[src/design/lph_pkg.sv]
// Shared types, codes and constants of the linear-probing hash table.
package lph_pkg;

    localparam int CAPACITY_DEF = 1024;
    localparam int POS_W = 16;
    localparam int CFG_W = 11;
    localparam logic [CFG_W-1:0] MAX_PROBES_RESET = 11'd50;
    localparam int QUEUE_DEPTH = 2;

    typedef enum logic {
        OP_GET = 1'b0,
        OP_PUT = 1'b1
    } lph_op_t;

    typedef enum logic [2:0] {
        STAT_OK          = 3'd0,
        STAT_NOT_FOUND   = 3'd1,
        STAT_HALF_FULL   = 3'd2,
        STAT_PROBE_LIMIT = 3'd3,
        STAT_ZERO_KEY    = 3'd4
    } lph_status_t;

    typedef struct packed {
        lph_op_t     opcode;
        logic [63:0] key;
        logic [63:0] value;
    } lph_in_t;

    typedef struct packed {
        lph_status_t status;
        logic [63:0] found_value;
    } lph_out_t;

    typedef struct packed {
        lph_op_t          opcode;
        logic             zero_key;
        logic [63:0]      key;
        logic [63:0]      value;
        logic [POS_W-1:0] home;
    } lph_job_t;

endpackage

[src/design/lph_fifo.sv]
// Short job queue between the front end and the probe engine.
module lph_fifo
    import lph_pkg::*;
(
    input  logic     clk,
    input  logic     rst_n,
    input  logic     push,
    input  lph_job_t push_data,
    input  logic     pop,
    output lph_job_t pop_data,
    output logic     full,
    output logic     empty
);

    localparam int PTR_W = (QUEUE_DEPTH > 1) ? $clog2(QUEUE_DEPTH) : 1;

    lph_job_t         entry_reg [QUEUE_DEPTH];
    logic [PTR_W-1:0] wr_ptr_reg;
    logic [PTR_W-1:0] rd_ptr_reg;
    logic [PTR_W:0]   count_reg;

    assign full     = count_reg == (PTR_W + 1)'(QUEUE_DEPTH);
    assign empty    = count_reg == '0;
    assign pop_data = entry_reg[rd_ptr_reg];

    always_ff @(posedge clk or negedge rst_n)
    begin
        if (!rst_n)
        begin
            wr_ptr_reg <= '0;
            rd_ptr_reg <= '0;
            count_reg  <= '0;
        end
        else
        begin
            if (push)
            begin
                wr_ptr_reg <= wr_ptr_reg + 1'b1;
            end
            if (pop)
            begin
                rd_ptr_reg <= rd_ptr_reg + 1'b1;
            end
            if (push && !pop)
            begin
                count_reg <= count_reg + 1'b1;
            end
            else if (pop && !push)
            begin
                count_reg <= count_reg - 1'b1;
            end
        end
    end

    always_ff @(posedge clk)
    begin
        if (push)
        begin
            entry_reg[wr_ptr_reg] <= push_data;
        end
    end

    a_no_overflow: assert property (@(posedge clk) disable iff (!rst_n) !(push && full))
        else $error("Job pushed into a full queue.");
    a_no_underflow: assert property (@(posedge clk) disable iff (!rst_n) !(pop && empty))
        else $error("Job popped from an empty queue.");

endmodule

[config.mk]
export PLATFORM = sky130hd
export DESIGN_NAME = lph_fifo
export DESIGN_NICKNAME = d
export VERILOG_FILES = /design/src/design/lph_pkg.sv /design/src/design/lph_fifo.sv
export SDC_FILE = /design/constraint.sdc
export NUM_CORES = 1
export LEC_CHECK = 0
export ABC_AREA = 1
export BUFFER_PORTS_ARGS = -buffer_cell sky130_fd_sc_hd__buf_4
export CAP_MARGIN = 25
export CORE_MARGIN = 4
export CORE_UTILIZATION = 25
export DETAILED_ROUTE_END_ITERATION = 6
export PLACE_DENSITY_LB_ADDON = 0.12
export SYNTH_ARGS = -nofsm -noshare
export SYNTH_HDL_FRONTEND = slang
export SYNTH_SLANG_ARGS = --single-unit
[constraint.sdc]
create_clock -name clk -period 17.9 [get_ports clk]
set_input_delay 1.79 -clock clk [delete_from_list [all_inputs] [get_ports clk]]
set_output_delay 1.79 -clock clk [all_outputs]
set_load 0.1 [all_outputs]
== Yosys cells after proc, flatten, opt, wreduce, memory -nomap -nowiden ==
Memories as Yosys holds them, arrays and structs flattened.
Index checks and enable logic that the tools add are counted.
Word-level totals
  bits in registers: 4
  bits in latches: 0
  memory bits (writable): 292
  bits in read-only memories: 0
  bits of input ports: 150
  word-level logic and storage cells: 19
  memories kept: 1
Memory list
  entry_reg: words 2, bits a word 146, read ports 1, clocked after Yosys merged registers in 0, write ports 1, RTL line lph_fifo.sv:17  | lph_job_t entry_reg [QUEUE_DEPTH];
Operators by class
  add/sub/neg operators: 4
  multipliers: 0
  div/mod/pow operators: 0
  magnitude comparators: 0
  equal/unequal tests: 1
  shift-type cells: 0
  muxes and demuxes: 4
  bitwise gates (word level): 0
  reduce and logical (&&, ||, !) cells: 6
Operators by type and width (number)
  $mux 2: 2
  $add 1x1->1 const B: 2
  $add 2x1->2 const B: 1
  $eq 2x2->1 const B: 1
  $logic_and 1x1->1: 2
  $logic_not 1->1: 2
  $logic_not 2->1: 1
  $mux 1: 2
  $reduce_bool 2->1: 1
  $sub 2x1->2 const B: 1

== Depth between registers and ports, before layout ==
Gate-level depths: netlist of the first run.
  depth after elaboration: 4
  mapped depth: 7

== Least setup slack after synthesis of the first run ==
OpenSTA, ideal clock, no wires.
  path type: input-to-reg
  from: in push
  to: mem entry_reg[0][0] in the netlist's numbering, enable pin
  arrival time: 7935 ps
  setup slack: 9308 ps
  stages: 2
  path buffers: 0
  path through: inv_1 nor2_1
Between the ends
  word-level cells in the longest chain between the ends: 2
Ends and longest elaborated chain
  start, declared: RTL line lph_fifo.sv:7  | input logic push,
  $mux 1: RTL line lph_fifo.sv:57  | if (push)
  $mux 1 (not written as such): RTL line lph_fifo.sv:59  | entry_reg[wr_ptr_reg] <= push_data;
  end, declared: RTL line lph_fifo.sv:17
No other way between the ends.

==> metrics.txt, run 1 <==
synthesized flop and latch total just under 300; CTS max path bufs 3; fin. max-slew vios 0; syn avg cell area between 20 and 25 um^2; I/O Buffers between 200 and 300; Synth Area in Simple Gates 0.00383; syn nets 630; CTS buffer count 36; post-detail-place hpwl around 17,000 um; drt via density 3.93; Worst path most repeated cell buf_4; final hold violation count 0; Top Ports around 300; share of layout cells above drive strength 1 0.602; largest family of logic cells by synthesized area multiplexers; clock root cell clkbuf_16; GR Overflow Total 0; Design Area, Final 14,800 um^2; die area roughly 47,000 um^2; crit end category primary output; Yosys warning count 0; busiest grt layer met2; Slew HR 0.329; DRC errors left 0; Sink Count 296; clk_skew around 15 ps; Total GRT Usage 0.105; area growth from synthesis to layout 37.0%; status completed; RSZ-0062 raised after global routing no; drt pass-1 iters 4; Synth Area in XOR/XNOR 0.00243; CP max FO 64; Synth Area in Compound Gates 0; initial DRC count about 200; htree depth 2; Die Wd ~220 um; Buf+Inv Stages, Crit Path 3; hold buffer count at cts 0; site row count 75; Nets 955; Layout Utilization 0.349; core area between 40,000 and 50,000 um^2; routed wire length per instance between 15 and 20 um; minimum clock period between 4000 and 5000 ps; met2 Resource Use GR 0.174; Post-CTS Resized 0; Largest register FFs about 290; wirelength, routed 25,200 um; Crit Path Class register to primary output; fin crit share 0.275; Hold Crit Class register to register; Routed Antenna Nets 0; vias in the first global route roughly 6,200; CP arrival 3130 ps; measured slew at the worst slew-check pin between 1000 and 1500 ps; clock-pin slew on the worst setup and hold paths around 60 ps; first-pass GRT wire length 37,400 um; Post-Synth Adder-Cell Area 0.00116; max-cap violations 0; Synth Cell Area roughly 11,000 um^2; post-place instance area around 14,000 um^2; Mapped Cells 479; Max Fclk a little over 200 MHz; overall via count from detail_route roughly 5,500; DP Cell Count about 1,300; initial antenna violation count 2; worst path cell trace buf_16 > buf_4 > mux2_2 > buf_4; commonest cells after routing, fill and taps aside buf_4 (302), edfxtp_1 (292), mux2_2 (146); GR Layer Usage met3 0.0504; family with the most delay on the worst path buffers and inverters; die height about 220 um; pin count of the biggest net entering global routing 93; clk_lat worst skew between 500 and 600 ps; placer congestion estimate roughly 0.68; Max stage delay cell, worst path dfrtp_4; Initial Util 0.255; mux contribution to synthesized area 0.152; final std cells w/o fill 1,408; # setup viols final 0; slowest cell delay on critical path ~750 ps; post-CTS setup buffer count 0; most common cell after layout, fill and taps aside buf_4; register area share after synthesis 0.822; Netlist cell types 13; GR Util met1 0.115; Startpoint Class register; Worst Path Required 16,110 ps; Fill cells around 4,100; setup_tns 0 ps; CTS tree built
-- stage by stage --
step	hold slack, ps	setup slack, ps
finish	503	12980
global route	555	12760
detailed placement	485	13410
global placement	479	13230
floorplan	463	9310
CTS	499	12810
-- routing by layer --
layer | wire, um | up-vias
met5 | 15 | -
met4 | 838 | 2
met3 | 2540 | 55
met2 | 12200 | 192
met1 | 9630 | 2734
li1 | - | 2557
-- kinds of logic (layout without fill, tap and decap cells) --
| kind of cell | Yosys count | in the layout |
|---|---|---|
| xor+xnor | 3 | 3 |
| fa+ha+maj | 1 | 1 |
| buf+inv | 23 | 374 |
| flops | 296 | 296 |
| mux | 146 | 146 |
| other cells | 0 | 1 |
| simple gates | 10 | 10 |
-- synth_stat cells --
library cell,count,area (um^2)
xnor2_1,1,8.76
nand2_1,5,18.8
ha_1,1,12.5
nand4_1,1,6.26
inv_1,7,26.3
xor2_1,2,17.5
nor2_1,3,11.3
mux2_2,146,1640
edfxtp_1,292,8770
buf_6,15,169
buf_2,1,5.00
dfrtp_1,4,100
nand3_1,1,5.00
-- worst register-to-register path, cell delays in order (launching register included) --
cell and delay, ps:
dfrtp_1 420, nand2_1 140, inv_6 550, buf_4 970
-- layout make-up --
cell class | instances | area (um^2) | share of cell area
sequential | 296 | 8870 | 0.600
clock inverter | 20 | 179 | 0.0121
timing repair buffer | 303 | 2290 | 0.155
antenna | 1 | 2.50 | 0.000169
multi-input combinational | 160 | 1730 | 0.117
clock buffer | 44 | 952 | 0.0644
inverter | 7 | 31.3 | 0.00212
tap | 577 | 722 | 0.0488
-- path summary, 6_finish.rpt --
check | from | endpoint | slack (ps) | cells past startpoint
worst min register to register | count_reg[1]$_DFFE_PN0P_ | count_reg[1]$_DFFE_PN0P_ | 500 | 2
worst max register to register | wr_ptr_reg$_DFFE_PN0P_ | entry_reg[1][121]$_DFFE_PP_ | 15390 | 3
worst max-delay path | rd_ptr_reg$_DFFE_PN0P_ | pop_data[5] | 12980 | 4
max in group asynchronous | rst_n | rd_ptr_reg$_DFFE_PN0P_ | 16740 | 1
min in group asynchronous | rst_n | rd_ptr_reg$_DFFE_PN0P_ | 1050 | 1
worst min-delay path | count_reg[1]$_DFFE_PN0P_ | count_reg[1]$_DFFE_PN0P_ | 500 | 2
Power of run 1 is left out: the tool's default activity adds up to more than one toggle a clock period on the data nets, which glitch-free logic cannot reach.
==> inputs of run 2 (changes only) <==
==> constraint.sdc (replaced) <==
create_clock -name clk -period 4.7 [get_ports clk]
set_input_delay 0.47 -clock clk [delete_from_list [all_inputs] [get_ports clk]]
set_output_delay 0.47 -clock clk [all_outputs]
set_load 0.1 [all_outputs]
==> run 2 against run 1 <==
  * Flip-flop and latch count did not move
  * Utilization rose by 0.080 points
  * Setup slack got worse by 11000 ps
  * Via count rose by 0.54%
  * Cell count barely moved
  * Critical endpoint is now pop_data[28]
  * Highest routed layer unchanged
==> metrics.txt, run 2 (synthesis gave the netlist of run 1 again) <==
status completed; fin crit share 0.674; post-CTS setup buffer count 0 (unchanged); Worst R2R Setup Slack 2560 ps (-12,830 ps); first-pass GRT wire length 37,700 um (+0.92%); setup_tns 0 ps (unchanged); setup ws final 1530 ps (-11,440 ps); area growth from synthesis to layout 37.3%; Place WS 2010 ps (-11,400 ps); Worst path depth 3 (-1); wirelength, routed 25,600 um (+1.6%); CTS tree built; I/O Buffers 297 (unchanged); clk_skew 12.4 ps (-2.54 ps); Sink Count 296 (unchanged); drt pass-1 iters 4 (unchanged); Routed Antenna Nets 0 (unchanged); drt via density 3.96 (+0.61%); final hold violation count 0 (unchanged); Initial Util 0.255 (unchanged); overall via count from detail_route 5,570 (+0.54%); share of layout cells above drive strength 1 0.602 (unchanged); Buf+Inv Stages, Crit Path 2 (-1); slowest cell delay on critical path 700 ps (-50 ps); CTS max path bufs 3 (unchanged); Layout Utilization 0.350 (+0.000798); family with the most delay on the worst path buffers and inverters; CP arrival 2700 ps (-430 ps); crit end category primary output; Worst R2R Path Depth 2 (-1); Slew HR 0.427 (+0.0981); Die Wd 216 um (unchanged); most common cell after layout, fill and taps aside buf_4; post-detail-place hpwl 17,100 um (+1.9%); measured slew at the worst slew-check pin 859 ps (-147 ps); # setup viols final 0 (unchanged); Total GRT Usage 0.106 (+0.00131); placer congestion estimate 0.692 (+2.1%); clock root cell clkbuf_16; Diodes inserted 0 (-1); max-cap violations 0 (unchanged); Top Ports 298 (unchanged); core area 42,300 um^2 (unchanged); Hold Crit Class input pin to register; die area 46,600 um^2 (unchanged); vias in the first global route 6,118 (-1.4%); Worst path most repeated cell buf_4; CTS buffer count 35 (-2.8%); Worst R2R Start wr_ptr_reg$_DFFE_PN0P_; CP max FO 60 (-6.3%); Crit Path Class register to primary output; site row count 75 (unchanged); initial DRC count 236 (+17%); Worst Path Required 4230 ps (-11,880 ps); RSZ-0062 raised after global routing no; pin count of the biggest net entering global routing 99 (+6.5%); Largest register FFs 292 (unchanged); clock-pin slew on the worst setup and hold paths 60 ps (about the same); Nets 957 (+0.21%); htree depth 2 (unchanged); DRC errors left 0 (unchanged); worst path cell trace buf_4 > mux2_2 > buf_4; Max stage delay cell, worst path dfrtp_4; clk_lat worst skew 520 ps (about the same); commonest cells after routing, fill and taps aside buf_4 (303), edfxtp_1 (292), mux2_2 (146); initial antenna violation count 3 (+1); minimum clock period between 3000 and 4000 ps; GR Overflow Total 0 (unchanged); crit path from rd_ptr_reg$_DFFE_PN0P_; fin. max-slew vios 0 (unchanged); Startpoint Class register; routed wire length per instance 18.2 um (+1.7%); die height 216 um (unchanged); r2r endpoint entry_reg[0][72]$_DFFE_PP_; end of the critical path pop_data[28]; Max Fclk 316 MHz
## run 2: worst min path at each step
stage | from | to | slack [ps] | cells after the start
after CTS | pop | rd_ptr_reg$_DFFE_PN0P_ | 80 | 2
after global routing | push_data[123] | entry_reg[0][123]$_DFFE_PP_ | 90 | 1
final | pop | rd_ptr_reg$_DFFE_PN0P_ | 130 | 2
after global placement | rst_n | rd_ptr_reg$_DFFE_PN0P_ | 270 | 1
after floorplan | rst_n | count_reg[0]$_DFFE_PN0P_ | 170 | 0
after detailed placement | rst_n | count_reg[1]$_DFFE_PN0P_ | 270 | 1
## run 2: stage by stage
stage          hold WS, ps  cell area, um^2  std cells
2_1_floorplan          174            10800        479
3_3_place_gp           269            13700       1344
3_5_place_dp           274            13700       1344
4_1_cts               79.0            14800       1406
5_1_grt               90.3            14800       1407
6_report               127            14800       1407
## run 2: final cells by class
type,count,area [um^2]
Clock buffer,43,948
Sequential cell,296,8870
Inverter,7,31.3
Timing Repair Buffer,306,2330
Multi-Input combinational cell,160,1730
Tap cell,577,722
Clock inverter,18,181
Fill cell,4024,27500
## run 2: what timing repair did
| action | in CTS | in global routing |
|---|---|---|
| gates resized for setup | 0 | 0 |
| hold buffers | 1 | 0 |
| hold endpoints to repair | 4 | 0 |
| setup endpoints to repair | 0 | 0 |
## run 2: metal layers
metal | vias up | routed length (um) | track usage | part of all wire
li1 | 2559 | - | - | -
met1 | 2771 | 10100 | 0.125 | 0.40
met2 | 186 | 12300 | 0.171 | 0.48
met3 | 48 | 2400 | 0.0471 | 0.094
met4 | 6 | 712 | 0.0425 | 0.028
met5 | - | 46 | 0 | 0.0018
Power of run 2 is left out for the same reason.
