[config.mk]
export PLATFORM = sky130hd
export DESIGN_NAME = lph_front
export DESIGN_NICKNAME = d
export VERILOG_FILES = /design/src/design/lph_pkg.sv /design/src/design/lph_front.sv
export SDC_FILE = /design/constraint.sdc
export NUM_CORES = 1
export LEC_CHECK = 0
export ABC_CLOCK_PERIOD_IN_PS = 2000
export BUFFER_PORTS_ARGS = -buffer_cell sky130_fd_sc_hd__buf_2
export CAP_MARGIN = 20
export CELL_PAD_IN_SITES_DETAIL_PLACEMENT = 0
export CELL_PAD_IN_SITES_GLOBAL_PLACEMENT = 1
export CORE_ASPECT_RATIO = 0.75
export CORE_MARGIN = 3
export CORE_UTILIZATION = 31
export DETAILED_ROUTE_END_ITERATION = 12
export GPL_TIMING_DRIVEN = 0
export PLACE_DENSITY_LB_ADDON = 0.15
export SLEW_MARGIN = 20
export SYNTH_ARGS = -nofsm -noshare
export SYNTH_HDL_FRONTEND = slang
export SYNTH_SLANG_ARGS = --single-unit
[constraint.sdc]
create_clock -name clk -period 2 [get_ports clk]
set_clock_uncertainty 0.05 [all_clocks]
set_input_delay 0.3 -clock clk [delete_from_list [all_inputs] [get_ports clk]]
set_output_delay 0.3 -clock clk [all_outputs]
set_load 0.05 [all_outputs]
[src/design/lph_pkg.sv]
// Shared types, codes and constants of the linear-probing hash table.
package lph_pkg;

    localparam int CAPACITY_DEF = 1024;
    localparam int POS_W = 16;
    localparam int CFG_W = 11;
    localparam logic [CFG_W-1:0] MAX_PROBES_RESET = 11'd50;
    localparam int QUEUE_DEPTH = 2;

    typedef enum logic {
        OP_GET = 1'b0,
        OP_PUT = 1'b1
    } lph_op_t;

    typedef enum logic [2:0] {
        STAT_OK          = 3'd0,
        STAT_NOT_FOUND   = 3'd1,
        STAT_HALF_FULL   = 3'd2,
        STAT_PROBE_LIMIT = 3'd3,
        STAT_ZERO_KEY    = 3'd4
    } lph_status_t;

    typedef struct packed {
        lph_op_t     opcode;
        logic [63:0] key;
        logic [63:0] value;
    } lph_in_t;

    typedef struct packed {
        lph_status_t status;
        logic [63:0] found_value;
    } lph_out_t;

    typedef struct packed {
        lph_op_t          opcode;
        logic             zero_key;
        logic [63:0]      key;
        logic [63:0]      value;
        logic [POS_W-1:0] home;
    } lph_job_t;

endpackage

[src/design/lph_front.sv]
// Front end: accepts beats, flags zero keys and reduces the key to its home slot.
module lph_front
    import lph_pkg::*;
#(
    parameter int CAPACITY = CAPACITY_DEF
)
(
    input  logic     clk,
    input  logic     rst_n,
    input  logic     in_valid,
    output logic     in_stall,
    input  lph_in_t  in_data,
    input  logic     clearing,
    output logic     job_push,
    output lph_job_t job_data,
    input  logic     job_full
);

    localparam int AW = (CAPACITY > 1) ? $clog2(CAPACITY) : 1;
    localparam bit IS_POW2 = (CAPACITY & (CAPACITY - 1)) == 0;
    localparam int TW = AW + 9;

    typedef enum logic [2:0] {
        F_IDLE = 3'b001,
        F_MOD  = 3'b010,
        F_PUSH = 3'b100
    } front_state_t;

    front_state_t   state_reg;
    logic [2:0]     byte_idx_reg;
    lph_job_t       job_reg;
    logic [AW-1:0]  rem_reg;
    logic [AW-1:0]  rem_next;
    logic [7:0]     cur_byte;
    logic [TW-1:0]  t;
    logic           accept;

    assign in_stall = clearing || (state_reg != F_IDLE);
    assign accept   = in_valid && !in_stall;
    assign job_push = (state_reg == F_PUSH) && !job_full;
    assign job_data = job_reg;
    assign cur_byte = job_reg.key[{byte_idx_reg, 3'b000} +: 8];

    // One byte of the key is folded into the remainder per cycle by restoring subtraction.
    always_comb
    begin
        t = {1'b0, rem_reg, cur_byte};
        for (int j = 7; j >= 0; j--)
        begin
            if (t >= (TW'(CAPACITY) << j))
            begin
                t = t - (TW'(CAPACITY) << j);
            end
        end
        rem_next = t[AW-1:0];
    end

    always_ff @(posedge clk or negedge rst_n)
    begin
        if (!rst_n)
        begin
            state_reg    <= F_IDLE;
            byte_idx_reg <= 3'd7;
        end
        else
        begin
            unique case (state_reg)
                F_IDLE:
                begin
                    if (accept)
                    begin
                        byte_idx_reg <= 3'd7;
                        if (IS_POW2 || (in_data.key == '0))
                        begin
                            state_reg <= F_PUSH;
                        end
                        else
                        begin
                            state_reg <= F_MOD;
                        end
                    end
                end
                F_MOD:
                begin
                    byte_idx_reg <= byte_idx_reg - 3'd1;
                    if (byte_idx_reg == 3'd0)
                    begin
                        state_reg <= F_PUSH;
                    end
                end
                F_PUSH:
                begin
                    if (!job_full)
                    begin
                        state_reg <= F_IDLE;
                    end
                end
                default:
                begin
                    state_reg <= F_IDLE;
                end
            endcase
        end
    end

    always_ff @(posedge clk)
    begin
        if (accept)
        begin
            job_reg.opcode   <= in_data.opcode;
            job_reg.key      <= in_data.key;
            job_reg.value    <= in_data.value;
            job_reg.zero_key <= (in_data.key == '0);
            job_reg.home     <= POS_W'(in_data.key[AW-1:0]);
            rem_reg          <= '0;
        end
        else if (state_reg == F_MOD)
        begin
            rem_reg <= rem_next;
            if (byte_idx_reg == 3'd0)
            begin
                job_reg.home <= POS_W'(rem_next);
            end
        end
    end

endmodule

Yosys cells after proc, flatten, opt, wreduce, memory -nomap -nowiden
Cells that the tools add are included.

Magnitude comparators: 8. Muxes and demuxes: 17. Shift operators: 1. $add $sub $neg: 9. Equal/unequal tests: 7. Reductions and logical operators: 13.

Operators with widths (number): two-way mux 19 bit (7); zero test 64 bit (1); variable part select 64 x 7 -> 8 bit (1); two-way mux 10 bit (4); greater-or-equal comparator 19 x 11 -> 1 bit, second input constant (1); greater-or-equal comparator 19 x 12 -> 1 bit, second input constant (1); greater-or-equal comparator 19 x 13 -> 1 bit, second input constant (1); greater-or-equal comparator 19 x 14 -> 1 bit, second input constant (1); greater-or-equal comparator 19 x 15 -> 1 bit, second input constant (1); greater-or-equal comparator 19 x 16 -> 1 bit, second input constant (1); greater-or-equal comparator 19 x 17 -> 1 bit, second input constant (1); subtractor 18 x 18 -> 19 bit, second input constant (1); subtractor 19 x 12 -> 19 bit, second input constant (1); subtractor 19 x 13 -> 19 bit, second input constant (1); subtractor 19 x 14 -> 19 bit, second input constant (1); subtractor 19 x 15 -> 19 bit, second input constant (1); subtractor 19 x 16 -> 19 bit, second input constant (1); subtractor 19 x 17 -> 19 bit, second input constant (1); greater-or-equal comparator 18 bit, second input constant (1); two-way mux 3 bit (4); subtractor 10 x 1 -> 10 bit, second input constant (1); one-hot mux 3 bit (3 select lines) (1); inequality test 2 bit, second input constant (3); one-hot mux 3 bit (2 select lines) (1); other kinds (12) (17).

Flip-flop bits (word level): 156. Output and inout port bits: 148. Input bits: 134. Word-level logic and storage cells: 63.

Depth between registers and ports, before layout
Gate-level depths: netlist of the first run.

Depth in word-level cells: 20. Mapped depth: 5. Depth with buffers taken out: 3.

Worst setup path after synthesis of the first run
No wires, ideal clock.

Kind: register -> register. Start point: register state_reg[0]. End point: register job_reg, in the netlist job_data[0], data pin. Library setup time: 0.260 ns. Cell stages (with the launch flop): 5. Period minus slack after synthesis: 2.059 ns. Data required time: 1.690 ns. Setup slack: -0.059 ns. Buffers on the path: 2. Arrival: 1.748 ns. Cells stage by stage: dfstp_2 -> and3_1 -> buf_6 -> buf_8 -> mux2_4.

Cells in the longest elaborated chain, start to end: 5.

RTL lines: start, declared (line lph_front.sv:29) `front_state_t state_reg;`; start signal, assigned (line lph_front.sv:62) `state_reg <= F_IDLE;`; start signal, assigned (line lph_front.sv:75) `state_reg <= F_PUSH;`; start signal, assigned (line lph_front.sv:79) `state_reg <= F_MOD;`; inequality test 3 x 1 -> 1 bit (line lph_front.sv:38) `assign in_stall = clearing || (state_reg != F_IDLE);`; logical OR 1 bit (line lph_front.sv:38); zero test 1 bit (line lph_front.sv:39) `assign accept = in_valid && !in_stall;`; logical AND 1 bit (line lph_front.sv:39); named net accept (line lph_front.sv:36) `logic accept;`; two-way mux 10 bit (line lph_front.sv:108) `if (accept)`; end, declared (line lph_front.sv:31) `lph_job_t job_reg;`.

The timed path passes the listed nets, and every way through them passes these cells. A chain may end at the register's enable or synchronous reset.

Worst setup path after layout of the first run
Start point: register state_reg[0]. End point: register job_reg, in the netlist job_data[2], data pin.

Same word-level chain as after synthesis.

==> metrics.log, run 1 <==
INFO  metric cell_count_of_the_worst_reg_to_reg_path = 4
INFO  metric core.rowCount = 37
INFO  metric clkSlewWorstSetupHoldPaths = 0.06 ns
INFO  metric syn_avg_cell_area = 24.45 um2
INFO  metric number_of_nets_with_antenna_violations_after_detailed_routing = 0
INFO  metric synthMostInstantiatedCell = edfxtp_1
INFO  metric global_route.overflow_total = 0
INFO  metric dr_total_vias = 3201
INFO  metric chipWidth = 147.0 um
INFO  metric num_antenna_cells = 0
INFO  metric initial_antenna_violation_count = 1
INFO  metric grt_util_all_layers = 15.42%
INFO  metric synth_top_flop_cell = edfxtp_1
INFO  metric report.final.slew_viol_count = 0
INFO  metric slowest_stage = dfstp_2
INFO  metric first_global_vias = 3264
INFO  metric cts_htree_levels = 4
INFO  metric clockBufferDepth = 2
INFO  metric floorplan.initialDensity = 32.63%
INFO  metric cts_sinks = 142
INFO  metric rsz_0062_raised_after_global_routing = no
INFO  metric synth_top_area_share = 90.96%
INFO  metric place_congestion = 0.6962
INFO  metric reg2reg_slack = 0.21 ns
INFO  metric largest_reg_flops = 140
INFO  metric dp.final_hpwl = 9016 um
INFO  metric cpPeakStageDelay = 0.53 ns
INFO  metric layout.cells.non_filler = 764
INFO  metric worst_skew_pair.late_latency = 0.41 ns
INFO  metric min-delay-path-class = in -> reg
INFO  metric powerDensity = 1000 nW/um2
INFO  metric yosysTopAreaCell = edfxtp_1
INFO  metric critical_path_arrival = 1.91 ns
INFO  metric global_route_wire_length_before_repair = 18950 um
INFO  metric floorplan.core_area = 14170 um2
INFO  metric ys_ff_latch = 142
INFO  metric synth_edf_count = 140
INFO  metric timing.rr.end = job_data[2]
INFO  metric finish.instance_area = 7562 um2
INFO  metric power.static_leakage = 0.003135 uW
INFO  metric placement.setup.worst_slack = -0.1188 ns
INFO  metric seq_area_frac_synth = 92.07%
INFO  metric synth_common_cells = edfxtp_1 (140), nor4_1 (17), buf_4 (6)
INFO  metric overall_routed_net_length = 13000 um
INFO  metric dpl-instance-area = 6266 um2
INFO  metric drt-pass1-iter-count = 4
INFO  metric largest_net_degree_at_the_start_of_global_routing = 76
INFO  metric synth_async_sr_flop_share = 1.408%
INFO  metric fin_crit = 1.789 ns
INFO  metric routed_via_density = 4.190
INFO  metric io_buffers = 275
INFO  metric synthesis.instances = 189
INFO  metric vdd_drop_max = 0.6035 mV
INFO  metric worstPathCellList = and3_1, buf_6, buf_16, mux2_4
INFO  metric place_inst = 664
INFO  metric nFillCells = 1207
INFO  metric tritoncts = built
INFO  metric timing.critical_path.to_type = flop
INFO  metric synth_warnings = 0
INFO  metric floorplan.die.height = 111.7 um
INFO  metric clock-root-buffer = clkbuf_16
INFO  metric io_pins = 282
INFO  metric die_area = 16430 um2
INFO  metric criticalPathCategory = reg -> reg
INFO  metric report.final.setup_viol = 0
INFO  metric finalWorstSetupSlack = 0.2114 ns
INFO  metric run_status = finished clean
INFO  metric period_share = 89.43%
INFO  metric critical_path_start = state_reg[0]
INFO  metric fmaxAchievable = 559.1 MHz
INFO  metric synth_area_leaders = edfxtp_1 (91%), nor4_1 (2.3%), mux2_4 (1.6%), buf_4 (0.97%), mux2_2 (0.73%)
INFO  metric timing.critical_path.required = 2.12 ns
INFO  metric max_cap_viol_count = 0
INFO  metric drt_drc_violations_left = 0
INFO  metric post_drt_wl_per_cell = 17.01 um
INFO  metric timing.hold.worst_path_depth = 1
INFO  metric finalSetupTns = 0 ns
INFO  metric start_kind = flop
INFO  metric finish.net_count = 690
INFO  metric regToRegStartpoint = state_reg[0]
INFO  metric finalHoldViolations = 0
INFO  metric netlist_cell_types = 18
INFO  metric final_layout_size_suffix_gt1_share = 56.77%
INFO  metric drt_iter0_markers = 125
INFO  metric worst_setup_path_endpoint = job_data[2]
INFO  metric cts_made_buffers = 17
INFO  metric synthesis.area = 4622 um2
INFO  metric final.hold.worst_slack = 0.01641 ns
INFO  metric syn_to_final_growth = 63.62%
INFO  metric crit_path_max_fanout = 75
## cell usage in the layout, fill, tap and decap left out, drive strengths merged
cell,n
edfxtp,140
bufinv,2
nor2,1
a21o,1
and3,1
dlygate4sd3,67
a21oi,1
nand4,4
clkbuf,17
clkinv,6
clkinvlp,2
mux2,8
buf,283
dfstp,1
nor2b,2
dfrtp,1
conb,6
bufbuf,1
and2,2
nand2,1
inv,5
nor4,17
## kinds of logic (layout without fill, tap and decap cells)
logic type,count (synthesis),after routing,share of synthesized area (%)
flops,142,142,92.07
simple gates,28,28,3.681
mux,8,8,2.355
buf+inv,8,383,1.543
compound gates,2,2,0.2707
other cells,1,6,0.08113
## cell type report
cell class                      instances  area [um2]  area share [%]
Sequential cell                       142        4255           56.27
Timing Repair Buffer                  343        2079           27.50
Clock buffer                           17       425.4           5.625
Multi-Input combinational cell         44       314.1           4.153
Tap cell                              195       244.0           3.226
Clock inverter                         15       160.2           2.118
Buffer                                  8       83.83           1.109
## power breakdown
part           total, uW  switching [uW]  leakage [uW]  internal, uW
clock network       3090            1240      0.000282          1850
registers           3470            31.4       0.00132          3440
logic               1000             693       0.00153           310
## timing repair
item	4_1_cts	5_1_grt
setup endpoints to repair	5	0
gates resized for setup	1	0
hold endpoints to repair	64	4
setup buffers	0	0
hold buffers	63	4
## worst min-delay path by stage
stage / endpoint / slack [ns] / startpoint
final: job_data[16] / 0.02 / in_data[0]
after global routing: job_data[25] / 0.001 / in_data[9]
after CTS: job_data[16] / 0.0002 / in_data[0]
after detailed placement: state_reg[2] / 0.04 / rst_n
after global placement: state_reg[2] / 0.04 / rst_n
after floorplan: state_reg[2] / -0.05 / rst_n
## layer usage
metal	global-route usage (%)	share of wire, %	vias to the layer above
met3	7.404	9.8	20
met2	25.56	49	168
met1	17.58	39	1503
met4	5.338	1.4	2
li1	-	-	1508
met5	0	0.092	-
## worst max-delay path, delay by kind of cell, from the launching register on
kind                   cells  cell delay (ns)
flip-flops                 1             0.53
buffers and inverters      2             0.44
multiplexers               1             0.33
AND/OR/NAND/NOR            1             0.16
## metrics by stage
stage               power (uW)  utilization (%)
floorplan                 4119                -
global placement          4415            44.23
detailed placement        4424            44.23
CTS                       7631            53.10
global route              7809            53.38
finish                    7566            53.38
(Power assumes the default switching activity.)
==> inputs of run 2 (changes only) <==
--- a/config.mk
+++ b/config.mk
@@ -13,9 +13,11 @@
 export CORE_ASPECT_RATIO = 0.75
 export CORE_MARGIN = 3
 export CORE_UTILIZATION = 31
+export CTS_CLUSTER_SIZE = 10
 export DETAILED_ROUTE_END_ITERATION = 12
 export GPL_TIMING_DRIVEN = 0
 export PLACE_DENSITY_LB_ADDON = 0.15
+export RECOVER_POWER = 50
 export SLEW_MARGIN = 20
 export SYNTH_ARGS = -nofsm -noshare
 export SYNTH_HDL_FRONTEND = slang
==> run 2 against run 1 <==
Count of clock-buffer cells in the layout did not move. Worst setup slack got worse by 0.010 ns. Die area unchanged. Sequential share of layout area up 1.2 points. Non-clock buffer count is the same. First-iteration DRC count is 21% higher. Combinational power is essentially flat. Core utilization decreased by 1.2 points. Clock power is essentially flat. Global-route usage did not move. Maximum frequency is 0.56% lower. Critical path depth unchanged. Critical path type unchanged. Critical endpoint unchanged.
==> metrics.log, run 2 (same netlist as run 1, synthesis figures left out) <==
INFO  metric run_status = finished clean
INFO  metric final_layout_size_suffix_gt1_share = 33.74%
INFO  metric dp.final_hpwl = 9016 um
INFO  metric max_cap_viol_count = 0
INFO  metric first_global_vias = 3264
INFO  metric power.static_leakage = 0.002775 uW
INFO  metric die_area = 16430 um2
INFO  metric mostFrequentLayoutCell = buf_2
INFO  metric finalPower = 7532 uW
INFO  metric report.final.slew_viol_count = 0
INFO  metric report.final.setup_viol = 0
INFO  metric io_pins = 282
INFO  metric timing.critical_path.to_type = flop
INFO  metric worstPathCellList = and3_1, buf_6, buf_16, mux2_4
INFO  metric number_of_nets_with_antenna_violations_after_detailed_routing = 0
INFO  metric cpPeakStageDelay = 0.53 ns
INFO  metric chipWidth = 147.0 um
INFO  metric place_congestion = 0.6962
INFO  metric tritoncts = built
INFO  metric critical_path_arrival = 1.92 ns
INFO  metric finalHoldViolations = 0
INFO  metric clockBufferDepth = 2
INFO  metric start_kind = flop
INFO  metric power.share.switching = 26.04%
INFO  metric num_antenna_cells = 0
INFO  metric power_report.internal_total = 5570 uW
INFO  metric worstMarginPinSlew = 0.6755 ns
INFO  metric grt_util_all_layers = 15.42%
INFO  metric timing.critical_path.required = 2.12 ns
INFO  metric floorplan.initialDensity = 32.63%
INFO  metric period_share = 89.93%
INFO  metric drt_drc_violations_left = 0
INFO  metric clock-root-buffer = clkbuf_16
INFO  metric finish.net_count = 690
INFO  metric powerDensity = 1018 nW/um2
INFO  metric cts_made_buffers = 17
INFO  metric slowest_stage = dfstp_2
INFO  metric dr_total_vias = 3182
INFO  metric drt-pass1-iter-count = 4
INFO  metric min-delay-path-class = in -> reg
INFO  metric pwr-share-seq = 46.2%
INFO  metric largest_net_degree_at_the_start_of_global_routing = 76
INFO  metric routed_via_density = 4.165
INFO  metric power.combinational.fraction = 12.9%
INFO  metric fmaxAchievable = 556.0 MHz
INFO  metric io_buffers = 275
INFO  metric syn_to_final_growth = 60.07%
INFO  metric worst_skew_pair.late_latency = 0.41 ns
INFO  metric share_clk_of_total_power = 41.0%
INFO  metric floorplan.die.height = 111.7 um
INFO  metric crit_path_max_fanout = 75
INFO  metric largest_reg_flops = 140
INFO  metric cts_sinks = 142
INFO  metric global_route_wire_length_before_repair = 18950 um
INFO  metric fin_crit = 1.799 ns
INFO  metric rsz_0062_raised_after_global_routing = no
INFO  metric post_drt_wl_per_cell = 17.19 um
INFO  metric floorplan.core_area = 14170 um2
INFO  metric mostFrequentLayoutCells = buf_2 (144), edfxtp_1 (140), clkbuf_1 (129)
INFO  metric vdd_drop_max = 0.6008 mV
INFO  metric dpl-instance-area = 6266 um2
INFO  metric core.rowCount = 37
INFO  metric global_route.overflow_total = 0
INFO  metric slew-limit-headroom = 55.16%
INFO  metric drt_iter0_markers = 151
INFO  metric finish.utilization = 52.23%
INFO  metric net-switching-power = 1961 uW
INFO  metric clkSlewWorstSetupHoldPaths = 0.06 ns
INFO  metric finish.instance_area = 7398 um2
INFO  metric cts_htree_levels = 4
INFO  metric criticalPathCategory = reg -> reg
INFO  metric overall_routed_net_length = 13130 um
INFO  metric initial_antenna_violation_count = 0
[run 2: cell types whose count changed in the layout (fill, tap and decap cells not counted), sizes merged]
cell    previous run  this run
buf              283       154
clkbuf            17       146
[run 2: per-stage QoR]
stage | instances | setup WS, ns | TNS [ns] | hold slack, ns
after CTS | 760 | 0.1627 | 0 | 0.0001739
after detailed placement | 664 | -0.1188 | -0.5737 | 0.03699
after global routing | 764 | 0.09884 | 0 | 0.001304
final | 764 | 0.2014 | 0 | 0.01846
after floorplan | 194 | 0.09351 | 0 | -0.04559
after global placement | 664 | -0.1051 | -0.4778 | 0.03635
[run 2: power groups by stage]
stage | sequential [uW] | clock [uW] | combinational, uW
after floorplan | 3980 | 0 | 136
after global placement | 3530 | 0 | 882
after detailed placement | 3540 | 0 | 888
after CTS | 3470 | 3150 | 1000
after global routing | 3490 | 3270 | 1020
final | 3480 | 3090 | 970
[run 2: path summary, 6_finish.rpt]
check                                   start      endpoint  cells past startpoint  slack [ns]
max in group asynchronous               rst_n  state_reg[0]                      2        1.53
worst max register to register   state_reg[0]   job_data[2]                      4        0.20
worst min-delay path               in_data[0]  job_data[16]                      1        0.02
min in group asynchronous               rst_n  state_reg[2]                      2        0.16
worst max-delay path             state_reg[0]   job_data[2]                      4        0.20
worst min register to register  job_data[138]   job_data[2]                      1        0.53
[run 2: per-layer routing]
metal / global-route usage, % / vias up / share of wire (%)
met4: 5.338 / 0 / 0.99
met5: 0 / - / 0
li1: - / 1506 / -
met2: 25.56 / 168 / 49
met3: 7.404 / 13 / 9.9
met1: 17.58 / 1495 / 40
[run 2: layout make-up]
type	instances	area, um2
fill	1269	6768
sequential	142	4255
timing repair buffer	343	1916
clock buffer	17	425.4
multi-input combinational	44	314.1
tap	195	244.0
clock inverter	15	160.2
buffer	8	83.83
[run 2: worst max-delay path, delay by kind of cell, from the launching register on]
family | cells | cell delay [ns]
buffers and inverters | 2 | 0.45
AND/OR/NAND/NOR | 1 | 0.16
multiplexers | 1 | 0.33
flip-flops | 1 | 0.53
[run 2: repair_timing]
action | CTS | global route
hold buffers | 63 | 4
resized for setup | 1 | 0
hold endpoints to repair | 64 | 4
buffers inserted | 0 | 0
setup endpoints to repair | 5 | 0
==> inputs of run 3 (changes only) <==
--- a/config.mk
+++ b/config.mk
@@ -18,6 +18,7 @@
 export GPL_TIMING_DRIVEN = 0
 export PLACE_DENSITY_LB_ADDON = 0.15
 export RECOVER_POWER = 50
+export SETUP_SLACK_MARGIN = 0.4
 export SLEW_MARGIN = 20
 export SYNTH_ARGS = -nofsm -noshare
 export SYNTH_HDL_FRONTEND = slang
==> run 3 against run 2 <==
Clock power is 7.8% higher. Worst setup slack better by 0.18 ns. Largest power group unchanged. Core utilization is 1.4 points higher. Sequential share of layout area is 1.5 points lower. Critical path type is now reg -> out. Sequential cell count stayed put.
==> metrics.log, run 3 (same netlist as run 1, synthesis figures left out) <==
INFO  metric run_status = finished clean
INFO  metric critical_path_arrival = 1.27 ns
INFO  metric criticalPathCategory = reg -> out
INFO  metric route.top_layer_used = met4
INFO  metric tritoncts = built
INFO  metric global_route_wire_length_before_repair = 19870 um
INFO  metric slowest_stage = dfstp_2
INFO  metric crit_path_max_fanout = 3
INFO  metric powerDensity = 1031 nW/um2
INFO  metric worst_skew_pair.late_latency = 0.41 ns
INFO  metric vdd_drop_max = 0.6109 mV
INFO  metric io_pins = 282
INFO  metric finish.net_count = 695
INFO  metric cts_sinks = 142
INFO  metric floorplan.die.height = 111.7 um
INFO  metric power.static_leakage = 0.002861 uW
INFO  metric grt_util_all_layers = 16.33%
INFO  metric finalWorstSetupSlack = 0.3822 ns
INFO  metric critical_path_start = state_reg[0]
INFO  metric period_share = 80.89%
INFO  metric worst_setup_path_endpoint = job_push
INFO  metric clock-root-buffer = clkbuf_16
INFO  metric final.hold.worst_slack = 0.01945 ns
INFO  metric number_of_nets_with_antenna_violations_after_detailed_routing = 0
INFO  metric cts_htree_levels = 4
INFO  metric finalHoldViolations = 0
INFO  metric drt-pass1-iter-count = 5
INFO  metric dr_total_vias = 3257
INFO  metric cts_made_buffers = 17
INFO  metric cell_count_of_the_worst_reg_to_reg_path = 4
INFO  metric drt-met1-wl = 5312 um
INFO  metric drt_iter0_markers = 232
INFO  metric first_global_vias = 3435
INFO  metric reg2reg_slack = 0.39 ns
INFO  metric route.met3.wl = 1420 um
INFO  metric mostFrequentLayoutCells = buf_2 (145), edfxtp_1 (140), clkbuf_1 (130)
INFO  metric clockBufferDepth = 2
INFO  metric drt_drc_violations_left = 0
INFO  metric worstPathCellList = nor2b_2, nor2b_4, buf_6
INFO  metric slew-limit-headroom = 55.79%
INFO  metric regToRegStartpoint = state_reg[0]
INFO  metric place_congestion = 0.7135
INFO  metric post_drt_wl_per_cell = 17.95 um
INFO  metric nFillCells = 1255
INFO  metric routed-wl-met2 = 6886 um
INFO  metric num_antenna_cells = 0
INFO  metric largest_reg_flops = 140
INFO  metric report.final.slew_viol_count = 0
INFO  metric chipWidth = 147.0 um
INFO  metric floorplan.core_area = 14170 um2
INFO  metric place_inst = 664
INFO  metric layout.cells.non_filler = 769
INFO  metric cpPeakStageDelay = 0.55 ns
INFO  metric overall_routed_net_length = 13810 um
INFO  metric fmaxAchievable = 618.1 MHz
INFO  metric final_layout_size_suffix_gt1_share = 36.41%
INFO  metric global_route.overflow_total = 0
INFO  metric initial_antenna_violation_count = 0
INFO  metric syn_to_final_growth = 64.29%
INFO  metric largest_net_degree_at_the_start_of_global_routing = 75
INFO  metric finish.instance_area = 7594 um2
INFO  metric report.final.setup_viol = 0
INFO  metric start_kind = flop
INFO  metric core.rowCount = 37
INFO  metric worstMarginPinSlew = 0.6661 ns
INFO  metric mostFrequentLayoutCell = buf_2
INFO  metric routed_via_density = 4.235
INFO  metric die_area = 16430 um2
INFO  metric timing.critical_path.required = 1.65 ns
INFO  metric placement.setup.worst_slack = -0.07772 ns
INFO  metric dpl-instance-area = 6274 um2
INFO  metric clkSlewWorstSetupHoldPaths = 0.06 ns
INFO  metric rsz_0062_raised_after_global_routing = yes
INFO  metric floorplan.initialDensity = 32.63%
INFO  metric timing.critical_path.to_type = output pin
INFO  metric fin_crit = 1.618 ns
INFO  metric max_cap_viol_count = 0
INFO  metric dp.final_hpwl = 9229 um
INFO  metric timing.rr.end = job_data[3]
INFO  metric io_buffers = 275
INFO  metric min-delay-path-class = in -> reg
INFO  metric finish.utilization = 53.60%
## run 3: timing repair
action,in CTS,in global routing
pin swaps,1,1
hold buffers,60,2
setup buffers,2,4
resized for setup,10,5
gates cloned,3,2
endpoints found under the setup margin,150,99
endpoints found under the hold margin,61,2
## run 3: per-stage QoR
| stage | total power, uW | TNS [ns] |
|---|---|---|
| 3_3_place_gp | 4418 | -0.2658 |
| 5_1_grt | 8091 | 0 |
| 3_5_place_dp | 4431 | -0.3413 |
| 2_1_floorplan | 4121 | 0 |
| 6_report | 7833 | 0 |
| 4_1_cts | 7927 | 0 |
## run 3: power by group
part	internal (uW)	leakage (uW)	total, uW	switching [uW]
Clock	2100	0.000296	3330	1230
Sequential	3440	0.00132	3480	34.4
Combinational	317	0.00125	1030	711
## run 3: worst max-delay path: cells and delay by family (launching register included)
family / cells / cell delay (ns)
flip-flops: 1 / 0.55
buffers and inverters: 1 / 0.14
AND/OR/NAND/NOR: 2 / 0.17
## run 3: worst min path at each step
stage / start / end / cells after the start
2_1_floorplan: rst_n / state_reg[2] / 0
3_3_place_gp: rst_n / state_reg[2] / 1
3_5_place_dp: rst_n / state_reg[2] / 1
4_1_cts: in_data[63] / job_data[79] / 1
5_1_grt: in_data[63] / job_data[79] / 1
6_report: in_data[63] / job_data[79] / 1
## run 3: cell type report
type	count	area (um2)	area share [%]
Sequential cell	142	4255	56.04
Tap cell	195	244.0	3.213
Buffer	8	92.59	1.219
Clock buffer	19	432.9	5.701
Timing Repair Buffer	348	2043	26.91
Multi-Input combinational cell	44	337.8	4.449
Clock inverter	13	187.7	2.472
## run 3: layer usage
layer	track usage, %	up-vias
met5	0	-
met4	5.214	0
met3	7.730	17
met2	28.11	176
met1	17.99	1550
li1	-	1514
